--- src/rtl/multichannel_dimmer_sequencer_defines.svh ---
// assertion macros for the dimmer sequencer
// no dependencies; taken in by `include where assertions are written
`ifndef MULTICHANNEL_DIMMER_SEQUENCER_DEFINES_SVH
`define MULTICHANNEL_DIMMER_SEQUENCER_DEFINES_SVH

// same-cycle implication, held off during reset
`define MDS_ASSERT_IMPL(label, clk, rst_n, ante, cons, msg) \
	label: assert property (@(posedge clk) disable iff (!rst_n) (ante) |-> (cons)) \
		else $error(msg);

// next-cycle implication, held off during reset
`define MDS_ASSERT_NEXT(label, clk, rst_n, ante, cons, msg) \
	label: assert property (@(posedge clk) disable iff (!rst_n) (ante) |=> (cons)) \
		else $error(msg);

`endif

--- src/rtl/mds_pkg.sv ---
// shared types, widths and opcode constants of the dimmer sequencer
// no dependencies
package mds_pkg;

	// field widths of the request and report words and of the channel state
	localparam int unsigned CMD_W   = 1;
	localparam int unsigned CHAN_W  = 5;
	localparam int unsigned ADDR_W  = 5;
	localparam int unsigned BYTE_W  = 8;
	localparam int unsigned LEVEL_W = 16;
	localparam int unsigned TICKS_W = 8;
	localparam int unsigned POS_W   = 5;

	// request kinds
	localparam logic [CMD_W-1:0] CMD_TICK  = 1'b0;
	localparam logic [CMD_W-1:0] CMD_WRITE = 1'b1;

	// program opcodes
	localparam logic [BYTE_W-1:0] OP_END       = 8'd0;
	localparam logic [BYTE_W-1:0] OP_RAMP_MAX  = 8'd200;
	localparam logic [BYTE_W-1:0] OP_JUMP_BASE = 8'd201;
	localparam logic [BYTE_W-1:0] OP_SET       = 8'd221;
	localparam logic [BYTE_W-1:0] OP_DELAY     = 8'd222;

	typedef enum logic [2:0] {
		OPK_END,
		OPK_RAMP,
		OPK_JUMP,
		OPK_SET,
		OPK_DELAY
	} op_kind_t;

	typedef enum logic [2:0] {
		S_IDLE,
		S_RD,
		S_ST,
		S_OP,
		S_VAL,
		S_DIV,
		S_WB
	} state_t;

	// per channel state as kept in the state memory
	typedef struct packed {
		logic [LEVEL_W-1:0] level;
		logic [LEVEL_W-1:0] step;
		logic [TICKS_W-1:0] ticks;
		logic [POS_W-1:0]   pos;
	} chan_state_t;

	// divider request and response
	typedef struct packed {
		logic               start;
		logic [LEVEL_W-1:0] dividend;
		logic [BYTE_W-1:0]  divisor;
	} div_req_t;

	typedef struct packed {
		logic               done;
		logic [LEVEL_W-1:0] quotient;
	} div_rsp_t;

	// decode a program opcode
	function automatic op_kind_t op_kind(input logic [BYTE_W-1:0] op);
		op_kind_t k;
		if (op == OP_END)
			k = OPK_END;
		else if (op <= OP_RAMP_MAX)
			k = OPK_RAMP;
		else if (op < OP_SET)
			k = OPK_JUMP;
		else if (op == OP_SET)
			k = OPK_SET;
		else if (op == OP_DELAY)
			k = OPK_DELAY;
		else
			k = OPK_END;
		return k;
	endfunction

endpackage

--- src/rtl/mds_div.sv ---
// restoring divider, one quotient bit per cycle, 16-bit dividend by 8-bit divisor
// depends on mds_pkg
module mds_div (
	input  logic              clk,
	input  logic              arst_n,
	input  mds_pkg::div_req_t req,
	output mds_pkg::div_rsp_t rsp
);

	localparam int unsigned QW = mds_pkg::LEVEL_W;
	localparam int unsigned DW = mds_pkg::BYTE_W;
	localparam int unsigned CW = $clog2(QW);

	logic          busy_q;
	logic          done_q;
	logic [CW-1:0] cnt_q;
	logic [QW-1:0] quo_q;
	logic [DW-1:0] rem_q;
	logic [DW-1:0] div_q;

	logic [DW:0]   shifted;
	logic          fits;
	logic [DW:0]   diff;

	// one trial subtraction per cycle
	always_comb begin
		shifted = {rem_q, quo_q[QW-1]};
		fits    = shifted >= {1'b0, div_q};
		diff    = shifted - {1'b0, div_q};
	end

	// control
	always_ff @(posedge clk or negedge arst_n) begin
		if (!arst_n) begin
			busy_q <= 1'b0;
			done_q <= 1'b0;
			cnt_q  <= '0;
		end else begin
			done_q <= 1'b0;
			if (req.start) begin
				busy_q <= 1'b1;
				cnt_q  <= '0;
			end else if (busy_q) begin
				cnt_q <= cnt_q + 1'b1;
				if (cnt_q == CW'(QW - 1)) begin
					busy_q <= 1'b0;
					done_q <= 1'b1;
				end
			end
		end
	end

	// datapath
	always_ff @(posedge clk) begin
		if (req.start) begin
			quo_q <= req.dividend;
			rem_q <= '0;
			div_q <= req.divisor;
		end else if (busy_q) begin
			quo_q <= {quo_q[QW-2:0], fits};
			rem_q <= fits ? diff[DW-1:0] : shifted[DW-1:0];
		end
	end

	assign rsp.done     = done_q;
	assign rsp.quotient = quo_q;

endmodule

--- config.mk ---
export PLATFORM = sky130hd
export DESIGN_NAME = mds_div
export DESIGN_NICKNAME = d
export VERILOG_FILES = /design/src/rtl/multichannel_dimmer_sequencer_defines.svh /design/src/rtl/mds_pkg.sv /design/src/rtl/mds_div.sv
export SDC_FILE = /design/constraint.sdc
export NUM_CORES = 1
export LEC_CHECK = 0
export BUFFER_PORTS_ARGS = -buffer_cell sky130_fd_sc_hd__buf_2
export CORE_MARGIN = 5
export CORE_UTILIZATION = 57
export DETAILED_ROUTE_END_ITERATION = 8
export GPL_ROUTABILITY_DRIVEN = 0
export PLACE_DENSITY = 0.8
export SYNTH_ARGS = -nofsm -noshare
export SYNTH_HDL_FRONTEND = slang
export SYNTH_SLANG_ARGS = --single-unit
export TNS_END_PERCENT = 10
--- constraint.sdc ---
create_clock -name clk -period 3.7 [get_ports clk]
set_input_delay 0.185 -clock clk [delete_from_list [all_inputs] [get_ports clk]]
set_output_delay 0.185 -clock clk [all_outputs]
set_load 0.05 [all_outputs]
### Yosys cells after proc, flatten, opt, wreduce, memory -nomap -nowiden

Cells that the tools add are included.

* bits in registers: 38
* input bits: 27
* output and inout port bits: 17
* logic and storage cells: 22

* add/subtract/negate cells: 2
* $lt $le $gt $ge: 1
* equality and inequality tests: 1
* multiplexer cells: 11
* reductions and logical operators: 1

Operators with widths (number)
* $mux W16: 2
* $ge A9 B8 Y1: 1
* $mux W4: 2
* $mux W8: 1
* $sub A8 B8 Y8: 1
* $mux W1: 6
* $add A4 B1 Y4 const B: 1
* $eq A4 B4 Y1 const B: 1
* $reduce_bool A2 Y1: 1

### Logic depth before layout (Yosys ltp)

* word-level depth: 4
* gate-level depth with buffers: 8
* mapped depth without buffers: 8

### Worst setup path before layout

Ideal clock, no wire load.

* path type: reg-to-reg
* start point: register quo_q[15]
* end point: register rem_q[6]
* arrival time: 1.976 ns
* setup slack: 1.602 ns
* stages on the path, launching flop included: 9
* path buffers: 0
* period minus slack after synthesis: 2.098 ns
* cells stage by stage: edfxtp_1 -> inv_1 -> ha_1 -> fa_1 -> nor2b_1 -> o211ai_1 -> mux2i_1 -> nor3_1 -> o31ai_1

* word-level cells in the longest chain between the ends: 2

Ends and longest elaborated chain
* start, declared: line mds_div.sv:17 `logic [QW-1:0] quo_q;`
* start signal, assigned: line mds_div.sv:56 `quo_q <= req.dividend;`
* start signal, assigned: line mds_div.sv:60 `quo_q <= {quo_q[QW-2:0], fits};`
* $sub A8 B8 Y8 or $ge A9 B8 Y1 (tied branches): line mds_div.sv:29, mds_div.sv:28
* $mux W8 *: line mds_div.sv:61 `rem_q <= fits ? diff[DW-1:0] : shifted[DW-1:0];`
* end signal, assigned: line mds_div.sv:61
* end, declared: line mds_div.sv:18 `logic [DW-1:0] rem_q;`

Every way passes the cells marked *; elsewhere a longest branch is shown, timed or not.
A chain may end at the register's enable or synchronous reset.

### Worst setup path in the final report

* start point: register quo_q[15]
* end point: register rem_q[2]

The elaborated chain is that of the path after synthesis.

==> results.ini <==
[sta]
worstMarginPinSlew_ps=605.0
timing_hold_violations_final=0
drv_slew=0
finalSetupViolCount=0
totalNegativeSetupSlack_ps=0
period_share=0.5790
maxClockFrequency_ghz=0.4668
slew_headroom=0.5967
period_needed_ps=2142
rsz0062_at_grt=no
hold_slack_ps=26.96
skew_ps=13.55

[finish]
mostFrequentLayoutCell=buf_2
nNetsFinal=251
nFillCells=262
fin_area_um2=2285
antenna_cells=0
fin_cells=261
drive_above_1_share=0.3488
area_growth_pct=16.75
layout_common_cells=buf_2 (43), edfxtp_1 (24), mux2_2 (15)

[placement]
place_area_um2=2201
port-buffer-count=43
placed_cells=251
hpwlAfterDp_mm=2.839

[clocking]
clockBufferDepth=2
h-tree-depth=2
clk_pin_slew_worst_paths_ps=120
clk_latency_ps=330
cts.sinks=38
numCtsBuffers=5
cts_tree=built
clk_root_buffer_cell=clkbuf_4

[detailed_routing]
vias_per_cell=5.364
ant_nets=0
num_vias=1400
wirelength_mm=3.699
drt_iter0_markers=87
wl_per_cell_um=14.17
drc_errors=0
drt_first_pass_iters=4

[global_routing]
grt-busiest-layer=met2
grt_max_degree=35
grt-ovfl-total=0
first_global_vias=1490
grt_use_met1=0.2121
track_usage=0.1882
met2_usage=0.3302
grt_pass1_wl_mm=6.561
antenna_found_initial=0
use_met3=0.05511

[pwr]
power_density_nw_per_um2=598.1
max-vdd-ir-drop_mv=0.4032
p_leak_nw=1.007
power.total_mw=1.366

[synth]
ys_ff_latch=38
avgSynthCellArea_um2=11.72
syn_area_um2=1957
synth_cell_types=41
syn-num-nets=204
synthCells=167
seq_area_frac_synth=0.5269
yosysWarnings=0

[die]
dieArea_um2=4705
core_area_um2=3337
die_h_um=68.59
num_rows=21
initial_core_util=0.5864
die_width_um=68.59
ios=44

[setup_path]
crit_buf_inv=1
cp_cell_sequence=inv_1 > ha_1 > nor2b_1 > o21ai_0 > a21oi_2 > mux2i_1 > a211oi_1
crit_path_max_fanout=14
crit_path_top_delay_cell=a21oi_2
startpoint_type=register
cp.required_ps=3950
worst_setup_path_end_kind=register
max_stage_delay_ps=530
path_class=register to register
arrival_ps=2390
cp_top_family=compound AO/OA/AOI/OAI gates

[job]
cap_violations=0

[outcome]
outcome=complete, no violations

[min_path]
min_path_type=primary input to register

==> cell type report <==
type                            instances  area (um2)  share of cell area
Clock buffer                            6       51.30             0.02245
Clock inverter                          2       12.51            0.005476
Inverter                               14       52.55             0.02300
Multi-Input combinational cell        109       837.1              0.3664
Sequential cell                        38        1031              0.4513
Tap cell                               46       57.56             0.02519
Timing Repair Buffer                   46       242.7              0.1062
==> registers in the layout, indices dropped and copies added (netlist names) <==
signal  count
done_q      1
div_q       8
rem_q       8
busy_q      1
cnt_q       4
quo_q      16
==> what timing repair did <==
item | 4_1_cts | 5_1_grt
buffers inserted | 0 | 0
endpoints found under the hold margin | 6 | 1
resized for setup | 0 | 0
hold buffers | 1 | 1
==> worst reg2reg max path: cells and delay by family, from the launching register on <==
kind,cells,cell delay (ps)
simple gates,1,150
compound gates,3,950
fa+ha+maj,1,310
buf+inv,1,60
flops,1,430
mux,1,170
==> per-stage QoR <==
step | utilization | worst slack (ps)
after floorplan | - | 1602
after global placement | 0.6595 | 1753
after detailed placement | 0.6595 | 1664
after CTS | 0.6817 | 1573
after global routing | 0.6847 | 1404
final | 0.6847 | 1558
==> worst paths after layout <==
| check | startpoint | to | slack, ps | cells after the start |
|---|---|---|---|---|
| min reg2reg | rem_q[4] | rem_q[4] | 510 | 2 |
| min | req[1] | div_q[1] | 30 | 1 |
| max | quo_q[15] | rem_q[2] | 1560 | 7 |
| min in group asynchronous | arst_n | cnt_q[1] | 180 | 2 |
| max in group asynchronous | arst_n | cnt_q[2] | 3370 | 2 |
| max reg2reg | quo_q[15] | rem_q[2] | 1560 | 7 |
==> where the power goes <==
part	leakage, nW	switching, mW	internal, mW	total [mW]
Sequential	0.391	0.0540	0.526	0.580
Combinational	0.582	0.337	0.222	0.559
Clock	0.0343	0.135	0.0915	0.227
==> logic make-up (layout without fill, tap and decap cells) <==
kind of cell,count (synthesis),after routing,share of synthesized area
buffers and inverters,20,68,0.04540
XOR/XNOR,7,7,0.03133
adder cells (fa/ha/maj),10,10,0.06778
AND/OR/NAND/NOR,44,44,0.1100
AO/OA/AOI/OAI,28,28,0.1068
flip-flops,38,38,0.5268
multiplexers,20,20,0.1119
==> layer usage <==
layer,vias to the layer above,part of all wire
met5,-,0
met3,6,0.054
met1,665,0.40
li1,694,-
met4,0,0.015
met2,35,0.53
==> synth_stat cells, drive strengths merged <==
library cell	n	area [um2]
a211oi	3	22.52
a21o	1	7.510
a21oi	5	36.29
a221oi	1	8.760
a311oi	1	15.01
a31oi	1	6.260
a32oi	3	26.28
and3	1	6.260
buf	4	28.78
clkbuf	2	7.510
dfrtp	6	150.1
dfxtp	8	160.2
edfxtp	24	720.7
fa	1	20.02
ha	9	112.6
inv	14	52.55
mux2	15	168.9
mux2i	5	50.05
nand2	9	36.29
nand2b	4	25.02
nand3	4	20.02
nand4	1	6.260
nor2	14	52.55
nor2b	5	31.28
nor3	1	5.000
nor3b	1	7.510
o211ai	1	7.510
o21ai	8	40.03
o221ai	1	15.01
o311ai	1	8.760
o31ai	2	15.01
or2	3	18.77
or3	1	6.260
xnor2	4	35.03
xor2	3	26.28
Note: power is estimated with default switching activity, not from simulation.
